===== src/rtl/core/ss_pkg.sv =====
// Package for the substring search unit: register codes, field widths and
// the control group that the top level hands to the match cells.
// Depends on nothing.
package ss_pkg;

    localparam int PATTERN_MAX_DEF = 16;
    localparam longint TEXT_MAX_DEF = 65536;

    localparam int BYTE_W     = 8;
    localparam int LEN_W      = 5;
    localparam int OFFSET_W   = 16;
    localparam int CFG_DATA_W = 64;
    localparam int CFG_IDX_W  = 2;
    localparam int BYTES_PER_WORD = CFG_DATA_W / BYTE_W;

    localparam logic [CFG_IDX_W-1:0] REG_PATTERN_LENGTH = 2'd0;
    localparam logic [CFG_IDX_W-1:0] REG_PATTERN_LOW    = 2'd1;
    localparam logic [CFG_IDX_W-1:0] REG_PATTERN_HIGH   = 2'd2;

    // Per-cycle control shared by every cell of the chain.
    typedef struct packed {
        logic advance;
        logic clear;
    } ss_ctrl_t;

endpackage


===== src/rtl/core/ss_if.sv =====
// Channel interfaces of the substring search unit: text bytes in and
// search results out, each with a valid/ready handshake.
// Depends on ss_pkg.
interface ss_text_if;
    logic                      valid;
    logic                      ready;
    logic [ss_pkg::BYTE_W-1:0] text_byte;
    logic                      last_byte;

    modport source (output valid, output text_byte, output last_byte, input ready);
    modport sink (input valid, input text_byte, input last_byte, output ready);
endinterface

interface ss_result_if;
    logic                        valid;
    logic                        ready;
    logic                        found;
    logic [ss_pkg::OFFSET_W-1:0] match_offset;
    logic                        length_overflow;

    modport source (output valid, output found, output match_offset,
                    output length_overflow, input ready);
    modport sink (input valid, input found, input match_offset,
                  input length_overflow, output ready);
endinterface


===== src/rtl/core/ss_cell.sv =====
// One cell of the shift-and chain: holds one pattern byte and one
// partial-match bit, and passes the bit to its right-hand neighbor.
// Depends on ss_pkg.
module ss_cell (
    input  logic                      clk,
    input  logic                      rst_n,
    input  ss_pkg::ss_ctrl_t          ctrl,
    input  logic                      pat_we,
    input  logic [ss_pkg::BYTE_W-1:0] pat_data,
    input  logic [ss_pkg::BYTE_W-1:0] text_byte,
    input  logic                      prev_bit,
    output logic                      match_next,
    output logic                      match_bit
);

    logic [ss_pkg::BYTE_W-1:0] pat_reg;
    logic                      bit_reg;
    logic                      bit_next;

    // The bit after this byte: the neighbor matched up to here and this
    // cell's pattern byte equals the incoming text byte.
    assign match_next = prev_bit && (pat_reg == text_byte);
    assign bit_next   = ctrl.clear ? 1'b0 : match_next;
    assign match_bit  = bit_reg;

    always_ff @(posedge clk or negedge rst_n)
    begin
        if (!rst_n)
        begin
            pat_reg <= '0;
            bit_reg <= 1'b0;
        end
        else
        begin
            if (pat_we)
            begin
                pat_reg <= pat_data;
            end
            if (ctrl.advance)
            begin
                bit_reg <= bit_next;
            end
        end
    end

endmodule


===== src/rtl/core/substring_search_unit.sv =====
// Top level of the substring search unit: configuration registers, the
// chain of match cells, the byte counter and the result register.
// Depends on ss_pkg, ss_if and ss_cell.
//
//   Port       Dir   Handshake     Payload
//   text       in    valid/ready   text_byte, last_byte
//   result     out   valid/ready   found, match_offset, length_overflow
//   cfg_*      in    write enable  cfg_index, cfg_data
//
// One text byte is taken per cycle while input ready is high; the chain of
// cells updates every partial-match bit in that same cycle.
// The result appears in the cycle after the transaction that carries the
// last byte and sits in an output register until it is taken.
// Input ready drops only while that register is full and not being taken.
// Reset clears the registers, the pattern and all search state at once.
module substring_search_unit #(
    parameter int     PATTERN_MAX = ss_pkg::PATTERN_MAX_DEF,
    parameter longint TEXT_MAX    = ss_pkg::TEXT_MAX_DEF
) (
    input  logic                          clk,
    input  logic                          rst_n,
    input  logic                          cfg_we,
    input  logic [ss_pkg::CFG_IDX_W-1:0]  cfg_index,
    input  logic [ss_pkg::CFG_DATA_W-1:0] cfg_data,
    ss_text_if.sink                       text,
    ss_result_if.source                   result
);

    localparam int POS_W = $clog2(TEXT_MAX + 1);
    localparam int SUM_W = (POS_W > ss_pkg::OFFSET_W) ? POS_W : ss_pkg::OFFSET_W;
    localparam logic [POS_W-1:0] POS_LIMIT = POS_W'(TEXT_MAX);

    logic [ss_pkg::LEN_W-1:0]    len_reg;
    logic [POS_W-1:0]            pos_reg;
    logic [POS_W-1:0]            pos_next;
    logic                        seen_reg;
    logic                        seen_next;
    logic [ss_pkg::OFFSET_W-1:0] offset_reg;
    logic [ss_pkg::OFFSET_W-1:0] offset_next;
    logic                        out_valid_reg;
    logic                        out_found_reg;
    logic [ss_pkg::OFFSET_W-1:0] out_offset_reg;
    logic                        out_ovf_reg;

    logic                        len_we;
    logic                        low_we;
    logic                        high_we;
    logic                        text_acc;
    logic                        in_range;
    logic                        hit;
    logic [SUM_W-1:0]            start_sum;
    logic [PATTERN_MAX-1:0]      len_onehot;
    logic [PATTERN_MAX-1:0]      chain_next;
    logic [PATTERN_MAX-1:0]      chain_bits;
    ss_pkg::ss_ctrl_t            ctrl;

    always_comb
    begin
        len_we  = 1'b0;
        low_we  = 1'b0;
        high_we = 1'b0;
        unique case (cfg_index)
            ss_pkg::REG_PATTERN_LENGTH: len_we  = cfg_we;
            ss_pkg::REG_PATTERN_LOW:    low_we  = cfg_we;
            ss_pkg::REG_PATTERN_HIGH:   high_we = cfg_we;
            default:                    len_we  = 1'b0;
        endcase
    end

    assign text.ready   = !out_valid_reg || result.ready;
    assign text_acc     = text.valid && text.ready;
    assign ctrl.advance = text_acc;
    assign ctrl.clear   = text.last_byte;

    genvar k;
    generate
        for (k = 0; k < PATTERN_MAX; k++)
        begin : g_cell
            logic pat_we;
            logic prev_bit;

            if (k < ss_pkg::BYTES_PER_WORD)
            begin : g_low
                assign pat_we = low_we;
            end
            else
            begin : g_high
                assign pat_we = high_we;
            end

            if (k == 0)
            begin : g_head
                assign prev_bit = 1'b1;
            end
            else
            begin : g_link
                assign prev_bit = chain_bits[k-1];
            end

            assign len_onehot[k] = (len_reg == ss_pkg::LEN_W'(k + 1));

            ss_cell u_cell (
                .clk        (clk),
                .rst_n      (rst_n),
                .ctrl       (ctrl),
                .pat_we     (pat_we),
                .pat_data   (cfg_data[ss_pkg::BYTE_W*(k % ss_pkg::BYTES_PER_WORD) +:
                                      ss_pkg::BYTE_W]),
                .text_byte  (text.text_byte),
                .prev_bit   (prev_bit),
                .match_next (chain_next[k]),
                .match_bit  (chain_bits[k])
            );
        end
    endgenerate

    // A length of zero or beyond the chain selects no cell and never hits.
    assign in_range  = (pos_reg < POS_LIMIT);
    assign hit       = in_range && !seen_reg && |(chain_next & len_onehot);
    assign start_sum = SUM_W'(pos_reg) + SUM_W'(1) - SUM_W'(len_reg);

    always_comb
    begin
        seen_next   = seen_reg;
        offset_next = offset_reg;
        pos_next    = pos_reg;
        if (hit)
        begin
            seen_next   = 1'b1;
            offset_next = start_sum[ss_pkg::OFFSET_W-1:0];
        end
        if (in_range)
        begin
            pos_next = pos_reg + POS_W'(1);
        end
    end

    always_ff @(posedge clk or negedge rst_n)
    begin
        if (!rst_n)
        begin
            len_reg        <= '0;
            pos_reg        <= '0;
            seen_reg       <= 1'b0;
            offset_reg     <= '0;
            out_valid_reg  <= 1'b0;
            out_found_reg  <= 1'b0;
            out_offset_reg <= '0;
            out_ovf_reg    <= 1'b0;
        end
        else
        begin
            if (len_we)
            begin
                len_reg <= cfg_data[ss_pkg::LEN_W-1:0];
            end
            if (text_acc && text.last_byte)
            begin
                out_valid_reg <= 1'b1;
            end
            else if (result.ready)
            begin
                out_valid_reg <= 1'b0;
            end
            if (text_acc)
            begin
                if (text.last_byte)
                begin
                    pos_reg        <= '0;
                    seen_reg       <= 1'b0;
                    offset_reg     <= '0;
                    out_found_reg  <= seen_next;
                    out_offset_reg <= seen_next ? offset_next : '0;
                    out_ovf_reg    <= !in_range;
                end
                else
                begin
                    pos_reg    <= pos_next;
                    seen_reg   <= seen_next;
                    offset_reg <= offset_next;
                end
            end
        end
    end

    assign result.valid           = out_valid_reg;
    assign result.found           = out_found_reg;
    assign result.match_offset    = out_offset_reg;
    assign result.length_overflow = out_ovf_reg;

`ifndef ASSERT_OFF
    a_last_clears: assert property (@(posedge clk) disable iff (!rst_n)
        text_acc && text.last_byte |=> pos_reg == '0 && !seen_reg && chain_bits == '0)
        else $error("search state not cleared after the last byte");

    a_last_gives_result: assert property (@(posedge clk) disable iff (!rst_n)
        text_acc && text.last_byte |=> result.valid)
        else $error("no result after the last byte");

    a_offset_zero: assert property (@(posedge clk) disable iff (!rst_n)
        result.valid && !result.found |-> result.match_offset == '0)
        else $error("offset reported without a match");

    a_pos_bound: assert property (@(posedge clk) disable iff (!rst_n)
        pos_reg <= POS_LIMIT)
        else $error("byte counter passed its limit");
`endif

endmodule

===== src/flat_wrapper.sv =====
// flat-port wrapper written by rule: the top's interface ports become plain ports
module substring_search_unit_flat 
#(
    parameter int     PATTERN_MAX = ss_pkg::PATTERN_MAX_DEF,
    parameter longint TEXT_MAX    = ss_pkg::TEXT_MAX_DEF
)
  (clk, rst_n, cfg_we, cfg_index, cfg_data, text_valid, text_text_byte, text_last_byte, text_ready, result_valid, result_found, result_match_offset, result_length_overflow, result_ready);
  ss_text_if text_i ();
  ss_result_if result_i ();
  input  logic clk;
  input  logic rst_n;
  input  logic cfg_we;
  input  logic [ss_pkg::CFG_IDX_W-1:0] cfg_index;
  input  logic [ss_pkg::CFG_DATA_W-1:0] cfg_data;
  input wire logic [$bits(text_i.valid)-1:0] text_valid;
  input wire logic [$bits(text_i.text_byte)-1:0] text_text_byte;
  input wire logic [$bits(text_i.last_byte)-1:0] text_last_byte;
  output wire logic [$bits(text_i.ready)-1:0] text_ready;
  output wire logic [$bits(result_i.valid)-1:0] result_valid;
  output wire logic [$bits(result_i.found)-1:0] result_found;
  output wire logic [$bits(result_i.match_offset)-1:0] result_match_offset;
  output wire logic [$bits(result_i.length_overflow)-1:0] result_length_overflow;
  input wire logic [$bits(result_i.ready)-1:0] result_ready;
  assign text_i.valid = text_valid;
  assign text_i.text_byte = text_text_byte;
  assign text_i.last_byte = text_last_byte;
  assign text_ready = text_i.ready;
  assign result_valid = result_i.valid;
  assign result_found = result_i.found;
  assign result_match_offset = result_i.match_offset;
  assign result_length_overflow = result_i.length_overflow;
  assign result_i.ready = result_ready;
  substring_search_unit #(.PATTERN_MAX(PATTERN_MAX), .TEXT_MAX(TEXT_MAX)) u_core (.clk(clk), .rst_n(rst_n), .cfg_we(cfg_we), .cfg_index(cfg_index), .cfg_data(cfg_data), .text(text_i), .result(result_i));
endmodule

===== config.mk =====
export PLATFORM = sky130hd
export DESIGN_NAME = substring_search_unit_flat
export DESIGN_NICKNAME = d
export VERILOG_FILES = /design/src/rtl/core/ss_pkg.sv /design/src/rtl/core/ss_if.sv /design/src/rtl/core/ss_cell.sv /design/src/rtl/core/substring_search_unit.sv /design/src/flat_wrapper.sv
export SDC_FILE = /design/constraint.sdc
export NUM_CORES = 1
export LEC_CHECK = 0
export BUFFER_PORTS_ARGS = -buffer_cell sky130_fd_sc_hd__buf_2
export CORE_MARGIN = 2
export CORE_UTILIZATION = 40
export CTS_CLUSTER_DIAMETER = 40
export DETAILED_ROUTE_END_ITERATION = 10
export SETUP_SLACK_MARGIN = 0.1
export SYNTH_ARGS = -nofsm -noshare
export SYNTH_HDL_FRONTEND = slang
export SYNTH_SLANG_ARGS = --single-unit

===== constraint.sdc =====
create_clock -name clk -period 7.33 [get_ports clk]
set_clock_uncertainty 0.05 [all_clocks]
set_input_delay 0 -clock clk [delete_from_list [all_inputs] [get_ports clk]]
set_output_delay 0 -clock clk [all_outputs]
set_load 0.03 [all_outputs]

==> Implementation_results.wiki, run 1 <==
{| class="wikitable"
! Metric !! Value
|-
| Maximum fanout encountered on the critical timing path || 7
|-
| Crit path setup slack, layout || 4.060 ns
|-
| Type of element capturing the critical path || flop
|-
| Crit path from || u_core.pos_reg[0]
|-
| Via count of the first global-routing pass || 7795
|-
| Non-filler cells in the finished layout || 1444
|-
| Overall overflow remaining after global route || 0
|-
| Pre-CTS worst setup slack || 4.078 ns
|-
| Power density relative to cell area || 272.4 nW/um2
|-
| # Max-Cap Violations || 0
|-
| VDD IR max || 186.5 uV
|-
| Library cell contributing the largest single delay on the critical path || nor4_1
|-
| Via density per instance || 5.301
|-
| Delay of the slowest cell on the worst path || 0.64 ns
|-
| Met3 WL post-DR || 940 um
|-
| Required time reported for the critical path endpoint || 7.67 ns
|-
| DRC Markers || 0
|-
| Cell leakage power || 5.486 nW
|-
| Antenna Diode Count || 0
|-
| Post-route met1 wirelength || 12040 um
|-
| Result of the run || finished clean
|-
| Cts bufs inserted || 31
|-
| Leading cell types in the layout, fill and taps excluded || dfrtp_1 (201), xnor2_1 (138), mux2_2 (129)
|-
| Maximum clock frequency || 0.3058 GHz
|-
| Number of antenna violations at the first check in global routing || 0
|-
| PortBufs || 99
|-
| Synth Net Count || 1012
|-
| Via total after detailed routing || 7655
|-
| Die X || 166.6 um
|-
| Met2 wirelength from detailed routing || 12640 um
|-
| Clock transition at the registers of the reported paths || 0.06 ns
|-
| Worst-path cell chain || ha_1, xor2_1, ha_1, nor2b_1, o21ai_0, a21boi_0, nor4_1, nand2_1, o211ai_1, xor2_1, o31ai_1
|-
| Insertion delay of the later-clocked pin in the worst-skew pair || 0.55 ns
|-
| Highest metal layer with signal wires || met4
|-
| Number of flops mapped to enable cells by yosys || 0
|-
| Detail-routed net length per standard cell || 18.13 um
|-
| Worst rel slew slack || 20.74%
|-
| Initial cell density of the core || 40.69%
|-
| Layout cells sized above 1 || 27.59%
|-
| Final HPWL from detailed placement || 17280 um
|-
| Global-route wire length before repair || 42360 um
|-
| Number of distinct standard cells referenced by the synthesized netlist || 57
|-
| Clk root buf || clkbuf_16
|-
| Fraction of registers with async set/reset || 100.0%
|-
| Layout-stage area growth over the synthesis result || 23.07%
|-
| Sinks on the clock net || 201
|-
| Endpoint of the lowest-slack register-to-register path || u_core.result.match_offset[10]
|-
| Flip-flop cell with the highest count after synthesis || dfrtp_1
|-
| Iteration-0 DRC count of the detailed router || 447
|-
| Total power draw || 3.545 mW
|-
| Post-Syn Area || 10570 um2
|-
| Net count reported at finish || 1172
|-
| Final weighted congestion in routability-driven placement || 0.8638
|-
| Syn Area/Cell || 11.43 um2
|-
| Overall routing resource usage || 18.78%
|-
| Worst setup path endpoint || u_core.result.match_offset[10]
|-
| Setup repair after global routing missed its margin || no
|-
| Yosys warning count || 0
|-
| Level count of the clock H-tree || 1
|-
| Hold Violations, Final || 0
|-
| Post-Syn Instances || 925
|-
| Arrival time reported for the critical path endpoint || 3.61 ns
|-
| Reg-to-reg critical path startpoint || u_core.pos_reg[0]
|-
| Area of the core region || 25980 um2
|-
| Total die area || 27750 um2
|-
| Final std cell area, no fill || 13010 um2
|-
| Worst-Margin Slew || 1.181 ns
|-
| Flip-flop count of the largest register, all copies and words added || 128
|-
| Row cnt || 59
|-
| Number of buffers between clock root and the deepest sink || 3
|-
| Most common cell after layout, fill and taps aside || dfrtp_1
|-
| Finished Core Util || 50.08%
|-
| Worst hold start || cfg_data[29]
|-
| Routed wire length || 26180 um
|-
| First-pass DRT Iterations || 4
|-
| Final period util || 44.61%
|-
| Worst hold path class || in2reg
|-
| Startpoint type of the worst setup path || flop
|-
| Total negative setup slack || 0 ns
|-
| Placed cell areas || 11160 um2
|-
| Hold_ws || 0.1804 ns
|-
| Slack of the worst reg-to-reg path || 4.06 ns
|-
| Pin count of the biggest net entering global routing || 82
|-
| Number of synthesized register bits || 201
|-
| Inst Count DP || 1311
|-
| Critical Setup Path Class || reg2reg
|-
| ANT nets after route || 0
|-
| Num ports || 100
|-
| Critical path buffers and inverters || 0
|-
| Register-to-Register Path Depth || 11
|-
| TritonCTS clock tree || yes
|-
| Post CTS Setup Buffer Count || 0
|-
| Overall die height || 166.6 um
|-
| Max-slew violation count || 0
|-
| Final critical path time including I/O delays and setup || 3.270 ns
|-
| Final-report setup violation count || 0
|-
| Proportion of synthesized chip area in sequential cells || 47.57%
|-
| CP Depth || 11
|-
| Category of cells accounting for the largest share of critical-path delay || simple AND/OR/NAND/NOR gates
|}
-- worst min path at each step --
stage	to	slack, ns	cells past startpoint
floorplan	u_core.g_cell[0].u_cell.match_bit	-0.35	0
detailed placement	u_core.result.found	-0.08	1
global placement	u_core.result.found	-0.08	1
CTS	u_core.g_cell[13].u_cell.pat_reg[1]	0.17	3
finish	u_core.g_cell[3].u_cell.pat_reg[5]	0.18	3
global route	u_core.g_cell[3].u_cell.pat_reg[5]	0.19	3
-- report_power, final --
group | internal, mW | total (mW) | switching (mW)
clock | 0.968 | 1.50 | 0.533
combinational | 0.341 | 0.669 | 0.328
sequential | 1.26 | 1.37 | 0.116
-- cells by family after synthesis --
group           synth area share, %
compound gates                8.946
buf+inv                       3.940
flops                         47.57
mux                           13.74
xor+xnor                      12.51
fa+ha+maj                    0.8993
simple gates                  12.40
-- layer usage --
metal	global-route usage, %	vias to the layer above
met5	0	-
met3	2.638	43
met2	31.85	160
li1	-	3637
met1	25.61	3815
met4	4.348	0
-- layout make-up --
type	instances	area, um2
fill	2387	12970
timing repair buffer	181	1328
clock inverter	16	209.0
multi-input combinational	660	5127
sequential	201	5030
tap	335	419.2
clock buffer	41	863.3
inverter	10	37.54
-- worst min-delay path, stage by stage --
cell           delay [ns]
dlygate4sd3_1        0.51
buf_2                0.10
mux2_2               0.13
-- synthesized netlist by cell type (all sizes together), types with 2 or more instances --
| cell | number | area [um2] |
|---|---|---|
| a22o | 13 | 113.9 |
| xnor2 | 138 | 1209 |
| nor2 | 27 | 101.4 |
| ha | 6 | 75.07 |
| nand2 | 65 | 244.0 |
| nor3b | 2 | 20.02 |
| nor4 | 26 | 175.2 |
| mux2 | 129 | 1453 |
| nand3b | 2 | 15.01 |
| a21boi | 2 | 15.01 |
| nand4b | 2 | 17.52 |
| a31oi | 3 | 18.77 |
| and4 | 3 | 26.28 |
| a21o | 6 | 45.04 |
| a21oi | 23 | 115.1 |
| a211oi | 5 | 37.54 |
| xor2 | 13 | 113.9 |
| clkbuf | 29 | 108.9 |
| and3 | 21 | 131.4 |
| o31ai | 18 | 135.1 |
| o2bb2ai | 16 | 202.7 |
| o21ai | 30 | 161.4 |
| nor2b | 6 | 37.54 |
| nor3 | 15 | 80.08 |
| and2 | 6 | 37.54 |
| nand3 | 34 | 170.2 |
| dfrtp | 201 | 5030 |
| buf | 25 | 270.3 |
| nand4 | 31 | 200.2 |
| inv | 10 | 37.54 |
| nand2b | 3 | 18.77 |
-- what timing repair did --
| item | in CTS | in global routing |
|---|---|---|
| endpoints found under the hold margin | 196 | 0 |
| resized for setup | 0 | 0 |
| hold buffers | 76 | 0 |
(Power assumes the default switching activity.)
==> run 2, diff against run 1 <==
==> constraint.sdc (replaced) <==
create_clock -name clk -period 2.6 [get_ports clk]
set_clock_uncertainty 0.05 [all_clocks]
set_input_delay 0 -clock clk [delete_from_list [all_inputs] [get_ports clk]]
set_output_delay 0 -clock clk [all_outputs]
set_load 0.03 [all_outputs]
==> run 2 against run 1 <==
  * Power rose to 3.2 times the previous value
  * Final area rose by 9.5%
  * Sequential power increased to 2.8 times the previous value
  * Hold slack worse by 0.18 ns
  * Utilization rose by 4.8 points
  * Clock-buffer cell count grew 4
  * Sequential share of layout area fell by 3.3 points
  * Worst setup slack lost 4.0 ns
  * Global-route usage up 0.63 points
  * First-iteration DRC count is 22% higher
==> Implementation_results.wiki, run 2 (synthesis gave the netlist of run 1 again) <==
{| class="wikitable"
! Metric !! Value
|-
| Result of the run || finished clean
|-
| Internal power of the cells || 8.161 mW (+220%)
|-
| Clk root buf || clkbuf_16
|-
| Global-route wire length before repair || 43620 um (+3.0%)
|-
| Layout cells sized above 1 || 36.44% (+8.8 points)
|-
| Sinks on the clock net || 201 (unchanged)
|-
| Iteration-0 DRC count of the detailed router || 547 (+22%)
|-
| PortBufs || 99 (unchanged)
|-
| Power density relative to cell area || 791.8 nW/um2 (+190%)
|-
| Routed wire length || 27290 um (+4.2%)
|-
| Detail-routed net length per standard cell || 17.88 um (-1.4%)
|-
| Max-slew violation count || 0 (unchanged)
|-
| Crit path from || u_core.pos_reg[0]
|-
| Insertion delay of the later-clocked pin in the worst-skew pair || 0.52 ns (-0.03 ns)
|-
| Type of element capturing the critical path || flop
|-
| Level count of the clock H-tree || 2 (+1)
|-
| Delay of the slowest cell on the worst path || 0.41 ns (-0.23 ns)
|-
| Leading cell types in the layout, fill and taps excluded || dfrtp_1 (198), xnor2_1 (133), mux2_2 (128)
|-
| Worst hold path class || in2async
|-
| Sequential Power Share || 34.3% (-4.5 points)
|-
| Final-report setup violation count || 0 (unchanged)
|-
| Library cell contributing the largest single delay on the critical path || dfrtp_1
|-
| Maximum clock frequency || 0.3947 GHz (+29%)
|-
| VDD IR max || 672.7 uV (+260%)
|-
| Switching share of power || 27.69% (+0.12 points)
|-
| Placed cell areas || 11780 um2 (+5.5%)
|-
| Overall overflow remaining after global route || 0 (unchanged)
|-
| Final HPWL from detailed placement || 18820 um (+8.9%)
|-
| Final period util || 97.44% (+53 points)
|-
| Via density per instance || 5.256 (-0.85%)
|-
| Maximum fanout encountered on the critical timing path || 3 (-4)
|-
| Layout-stage area growth over the synthesis result || 34.79%
|-
| Critical Setup Path Class || reg2reg
|-
| Category of cells accounting for the largest share of critical-path delay || compound AO/OA/AOI/OAI gates
|-
| ANT nets after route || 0 (unchanged)
|-
| Worst rel slew slack || 20.15% (-0.59 points)
|-
| Number of buffers between clock root and the deepest sink || 3 (unchanged)
|-
| Number of antenna violations at the first check in global routing || 0 (unchanged)
|-
| Worst-path cell chain || ha_4, xor2_4, ha_4, buf_6, o21a_1, o31ai_4, a21oi_2, buf_4, mux2_4, xor2_4, o31ai_1
|-
| First-pass DRT Iterations || 4 (unchanged)
|-
| Final std cell area, no fill || 14250 um2 (+9.5%)
|-
| Die X || 166.6 um (unchanged)
|-
| P_sw || 3.125 mW (+220%)
|-
| Worst-Margin Slew || 1.190 ns (+0.008789 ns)
|-
| Via total after detailed routing || 8021 (+4.8%)
|-
| Net count reported at finish || 1249 (+6.6%)
|-
| Most common cell after layout, fill and taps aside || dfrtp_1
|-
| Cts bufs inserted || 37 (+19%)
|-
| Initial cell density of the core || 40.69% (unchanged)
|-
| Row cnt || 59 (unchanged)
|-
| Hold Violations, Final || 0 (unchanged)
|-
| Combinational fraction of design power || 21.1% (+2.2 points)
|-
| Required time reported for the critical path endpoint || 2.97 ns (-4.70 ns)
|-
| Reg-to-reg critical path startpoint || u_core.pos_reg[0]
|-
| TritonCTS clock tree || yes
|-
| Critical path buffers and inverters || 2 (+2)
|-
| Final weighted congestion in routability-driven placement || 0.9060 (+4.9%)
|-
| Overall die height || 166.6 um (unchanged)
|-
| Setup repair after global routing missed its margin || yes
|-
| Cell leakage power || 6.127 nW (+12%)
|-
| Via count of the first global-routing pass || 8087 (+3.7%)
|-
| Flip-flop count of the largest register, all copies and words added || 128 (unchanged)
|-
| Antenna Diode Count || 0 (unchanged)
|-
| DRC Markers || 0 (unchanged)
|-
| # Max-Cap Violations || 0 (unchanged)
|-
| Startpoint type of the worst setup path || flop
|-
| Total die area || 27750 um2 (unchanged)
|-
| Pin count of the biggest net entering global routing || 79 (-3.7%)
|-
| Final critical path time including I/O delays and setup || 2.534 ns (-0.7361 ns)
|-
| Area of the core region || 25980 um2 (unchanged)
|-
| Arrival time reported for the critical path endpoint || 2.90 ns (-0.71 ns)
|-
| Total power draw || 11.29 mW (+220%)
|-
| Num ports || 100 (unchanged)
|-
| Overall routing resource usage || 19.41% (+0.63 points)
|-
| Clock transition at the registers of the reported paths || 0.05 ns (about the same)
|-
| Portion of total power attributed to the clock network || 44.5% (+2.1 points)
|}
-- run 2: path summary, 6_finish.rpt --
path | slack [ns] | endpoint | cells past startpoint
worst max-delay path | 0.07 | u_core.result.match_offset[7] | 11
worst min-delay path | 0.0001 | u_core.result.match_offset[14] | 2
worst max register to register | 0.07 | u_core.result.match_offset[7] | 11
worst min register to register | 0.42 | u_core.result.length_overflow | 2
max in group asynchronous | 1.64 | u_core.g_cell[11].u_cell.pat_reg[3] | 3
min in group clk | 0.05 | u_core.g_cell[3].u_cell.match_bit | 5
-- run 2: layout make-up --
type / count / area, um2
repair buffers: 252 / 1997
multi-input cells: 660 / 5444
clock inverters: 23 / 304.0
clock buffers: 45 / 1017
fillers: 2243 / 11730
well taps: 335 / 419.2
inverters: 10 / 37.54
flip-flops and latches: 201 / 5034
-- run 2: timing repair --
| item | CTS | global route |
|---|---|---|
| pin swaps | 15 | 18 |
| gates resized for setup | 10 | 40 |
| buffers inserted | 5 | 10 |
| hold buffers | 71 | 0 |
| cloned | 0 | 1 |
| endpoints found under the hold margin | 228 | 0 |
| setup endpoints to repair | 24 | 30 |
-- run 2: stage by stage --
| stage | setup TNS (ns) | utilization (%) | cells | hold WS [ns] | setup WS, ns |
|---|---|---|---|---|---|
| finish | 0 | 54.85 | 1526 | 0.0001094 | 0.06644 |
| detailed placement | -0.08252 | 45.34 | 1372 | -0.004506 | -0.03651 |
| CTS | -0.007710 | 53.58 | 1516 | 0.02945 | -0.005007 |
| global placement | 0 | 45.34 | 1372 | 0.002127 | 0.04835 |
| global route | -0.06437 | 54.85 | 1526 | 0.07338 | -0.03991 |
| floorplan | -0.1466 | - | 925 | -0.3456 | -0.05842 |
-- run 2: power groups by stage --
| stage | clock network, mW | logic, mW | registers [mW] |
|---|---|---|---|
| 5_1_grt | 5.27 | 2.60 | 3.93 |
| 6_report | 5.03 | 2.38 | 3.88 |
| 2_1_floorplan | 0 | 1.44 | 3.84 |
| 4_1_cts | 5.12 | 2.21 | 3.86 |
| 3_5_place_dp | 0 | 2.01 | 3.91 |
| 3_3_place_gp | 0 | 1.98 | 3.89 |
-- run 2: per-layer routing --
| layer | wire [um] | vias to the layer above | part of all wire, % | global-route usage (%) |
|---|---|---|---|---|
| li1 | - | 3792 | - | - |
| met1 | 12270 | 4004 | 45 | 25.89 |
| met2 | 13390 | 170 | 49 | 32.95 |
| met3 | 994 | 55 | 3.6 | 3.042 |
| met4 | 627 | 0 | 2.3 | 5.322 |
| met5 | 0 | - | 0 | 0 |
==> run 3, diff against run 2 <==
--- a/config.mk
+++ b/config.mk
@@ -6,10 +6,12 @@
 export NUM_CORES = 1
 export LEC_CHECK = 0
 export BUFFER_PORTS_ARGS = -buffer_cell sky130_fd_sc_hd__buf_2
+export CORE_ASPECT_RATIO = 0.7
 export CORE_MARGIN = 2
-export CORE_UTILIZATION = 40
+export CORE_UTILIZATION = 60
 export CTS_CLUSTER_DIAMETER = 40
 export DETAILED_ROUTE_END_ITERATION = 10
+export PLACE_DENSITY = 0.81
 export SETUP_SLACK_MARGIN = 0.1
 export SYNTH_ARGS = -nofsm -noshare
 export SYNTH_HDL_FRONTEND = slang
==> constraint.sdc (replaced) <==
create_clock -name clk -period 3.2 [get_ports clk]
set_clock_uncertainty 0.05 [all_clocks]
set_input_delay 0 -clock clk [delete_from_list [all_inputs] [get_ports clk]]
set_output_delay 0 -clock clk [all_outputs]
set_load 0.03 [all_outputs]
==> run 3 against run 2 <==
  * Worst setup slack improved by 0.20 ns
  * Global-route usage rose by 9.9 points
  * Via count barely moved
  * Sequential cell count did not move
  * Power fell by 36%
  * Critical path type unchanged
==> Implementation_results.wiki, run 3 (synthesis gave the netlist of run 1 again) <==
{| class="wikitable"
! Metric !! Value
|-
| Level count of the clock H-tree || 1 (-1)
|-
| Power density relative to cell area || 572.8 nW/um2 (-28%)
|-
| Worst-path cell chain || ha_4, xor2_1, ha_1, nor2b_1, o21ai_0, a21boi_0, nor4_1, buf_4, nand2_1, o211ai_1, xor2_1, o31ai_1
|-
| Max-slew violation count || 0 (unchanged)
|-
| Final HPWL from detailed placement || 17850 um (-5.2%)
|-
| Final std cell area, no fill || 12650 um2 (-11%)
|-
| Hold Violations, Final || 0 (unchanged)
|-
| Sinks on the clock net || 201 (unchanged)
|-
| Inst Count DP || 1222 (-11%)
|-
| Final period util || 91.66% (-5.8 points)
|-
| Reg-to-reg critical path startpoint || u_core.pos_reg[1]
|-
| Pre-CTS worst setup slack || 0.2479 ns (+0.2845 ns)
|-
| Library cell contributing the largest single delay on the critical path || dfrtp_1
|-
| Layout-stage area growth over the synthesis result || 19.65%
|-
| Via count of the first global-routing pass || 7957 (-1.6%)
|-
| Placed cell areas || 11170 um2 (-5.2%)
|-
| Layout cells sized above 1 || 27.67% (-8.8 points)
|-
| Clk root buf || clkbuf_16
|-
| Non-filler cells in the finished layout || 1337 (-12%)
|-
| Via density per instance || 6.004 (+14%)
|-
| Number of stages on the worst hold path || 4
|-
| Total die area || 18720 um2 (-33%)
|-
| Cell leakage power || 5.385 nW (-12%)
|-
| Cts bufs inserted || 22 (-41%)
|-
| Endpoint of the worst hold-timing path || u_core.g_cell[7].u_cell.match_bit
|-
| TritonCTS clock tree || yes
|-
| Overall die height || 115.1 um (-31%)
|-
| Post CTS Setup Buffer Count || 0 (-5)
|-
| Detail-routed net length per standard cell || 20.19 um (+13%)
|-
| Endpoint of the lowest-slack register-to-register path || u_core.result.match_offset[10]
|-
| Final weighted congestion in routability-driven placement || 0.9680 (+6.8%)
|-
| ANT nets after route || 0 (unchanged)
|-
| Number of antenna violations at the first check in global routing || 0 (unchanged)
|-
| Overall routing resource usage || 29.31% (+9.9 points)
|-
| Pin count of the biggest net entering global routing || 105 (+33%)
|-
| Slack of the worst reg-to-reg path || 0.27 ns (+0.20 ns)
|-
| Die X || 162.7 um (-2.4%)
|-
| Worst hold path class || in2reg
|-
| Row cnt || 40 (-32%)
|-
| Type of element capturing the critical path || flop
|-
| Worst hold start || text_valid
|-
| Area of the core region || 17220 um2 (-34%)
|-
| Antenna Diode Count || 0 (unchanged)
|-
| Total negative setup slack || 0 ns (unchanged)
|-
| Startpoint type of the worst setup path || flop
|-
| Required time reported for the critical path endpoint || 3.53 ns (+0.56 ns)
|-
| Net count reported at finish || 1179 (-5.6%)
|-
| Delay of the slowest cell on the worst path || 0.45 ns (+0.04 ns)
|-
| Arrival time reported for the critical path endpoint || 3.27 ns (+0.37 ns)
|-
| Register-to-Register Path Depth || 12 (+1)
|-
| Routed wire length || 27000 um (-1.1%)
|-
| Setup repair after global routing missed its margin || no
|-
| DRC Markers || 0 (unchanged)
|-
| Worst rel slew slack || 21.20% (+1.1 points)
|-
| Global-route wire length before repair || 42790 um (-1.9%)
|-
| Most prevalent standard cell on the critical path || xor2_1
|-
| Final-report setup violation count || 0 (unchanged)
|-
| Worst-Margin Slew || 1.174 ns (-0.01571 ns)
|-
| Most common cell after layout, fill and taps aside || dfrtp_1
|-
| Result of the run || finished clean
|-
| Overall overflow remaining after global route || 0 (unchanged)
|-
| Leading cell types in the layout, fill and taps excluded || dfrtp_1 (200), xnor2_1 (138), mux2_2 (129)
|-
| Critical path buffers and inverters || 1 (-1)
|-
| First-pass DRT Iterations || 5 (+1)
|-
| Maximum clock frequency || 0.3409 GHz (-14%)
|-
| Crit path setup slack, layout || 0.2669 ns (+0.2004 ns)
|-
| Number of buffers between clock root and the deepest sink || 3 (unchanged)
|-
| Insertion delay of the later-clocked pin in the worst-skew pair || 0.51 ns (about the same)
|-
| Via total after detailed routing || 8027 (+0.075%)
|-
| PortBufs || 99 (unchanged)
|-
| Flip-flop count of the largest register, all copies and words added || 128 (unchanged)
|-
| Number of fillers in the final layout || 1189 (-47%)
|-
| Maximum fanout encountered on the critical timing path || 7 (+4)
|-
| Hold_ws || 0.01652 ns (+0.01641 ns)
|-
| Initial cell density of the core || 61.42% (+21 points)
|-
| VDD IR max || 429.6 uV (-36%)
|-
| # Max-Cap Violations || 0 (unchanged)
|-
| Category of cells accounting for the largest share of critical-path delay || compound AO/OA/AOI/OAI gates
|-
| Critical Setup Path Class || reg2reg
|-
| Final critical path time including I/O delays and setup || 2.933 ns (+0.3996 ns)
|-
| Num ports || 100 (unchanged)
|-
| Iteration-0 DRC count of the detailed router || 734 (+34%)
|-
| Clock transition at the registers of the reported paths || 0.07 ns (+0.02 ns)
|}
## run 3: cell types whose count changed in the layout (fill, tap and decap cells not counted), moves of 4 or more
| cell | change |
|---|---|
| buf_12 | -9 |
| bufinv_16 | -4 |
| buf_4 | -48 |
| clkbuf_16 | -17 |
| nor4_1 | +5 |
| dlygate4sd3_1 | +6 |
| xor2_1 | +4 |
| xnor2_1 | +5 |
## run 3: where the power goes
part           switching, mW  total (mW)  internal [mW]
clock                   1.07        2.46           1.39
combinational          0.819        1.64          0.817
sequential             0.272        3.15           2.88
total                   2.16        7.25           5.08
## run 3: cell type report
cell class	instances	area [um2]	area share [%]
Multi-Input combinational cell	660	5145	40.66
Sequential cell	201	5031	39.76
Timing Repair Buffer	197	1458	11.52
Clock buffer	26	575.6	4.549
Tap cell	231	289.0	2.284
Clock inverter	12	116.4	0.9197
Inverter	10	37.54	0.2967
## run 3: worst max path at each step
| stage | depth (start not counted) | from | slack (ns) | endpoint |
|---|---|---|---|---|
| 4_1_cts | 11 | u_core.pos_reg[0] | 0.20 | u_core.result.match_offset[13] |
| 5_1_grt | 12 | u_core.pos_reg[1] | 0.1 | u_core.result.match_offset[10] |
| 2_1_floorplan | 11 | u_core.pos_reg[0] | 0.33 | u_core.result.match_offset[14] |
| 3_3_place_gp | 12 | u_core.pos_reg[0] | 0.37 | u_core.result.match_offset[10] |
| 3_5_place_dp | 11 | u_core.pos_reg[0] | 0.25 | u_core.result.match_offset[13] |
| 6_report | 12 | u_core.pos_reg[1] | 0.27 | u_core.result.match_offset[10] |
## run 3: worst min-delay path: cells and delay by family
| family | cells | cell delay (ns) |
|---|---|---|
| buffers and inverters | 2 | 0.33 |
| AO/OA/AOI/OAI | 1 | 0.14 |
| AND/OR/NAND/NOR | 1 | 0.05 |
## run 3: through the flow
step / util [%] / power, mW
global route: 73.49 / 7.562
detailed placement: 64.88 / 4.695
finish: 73.49 / 7.247
floorplan: - / 4.264
global placement: 64.88 / 4.625
CTS: 73.38 / 7.222
## run 3: timing repair
item,4_1_cts,5_1_grt
hold buffers,77,0
gates resized for setup,0,4
hold endpoints to repair,238,0
setup endpoints to repair,0,12
## run 3: routing by layer
metal  GRT usage (%)  routed length, um  vias up
met3           4.978               2133       34
met4           4.425                340        2
met1           45.14              12740     4001
met5           2.020                 56        -
met2           44.68              11730      345
li1                -                  -     3645
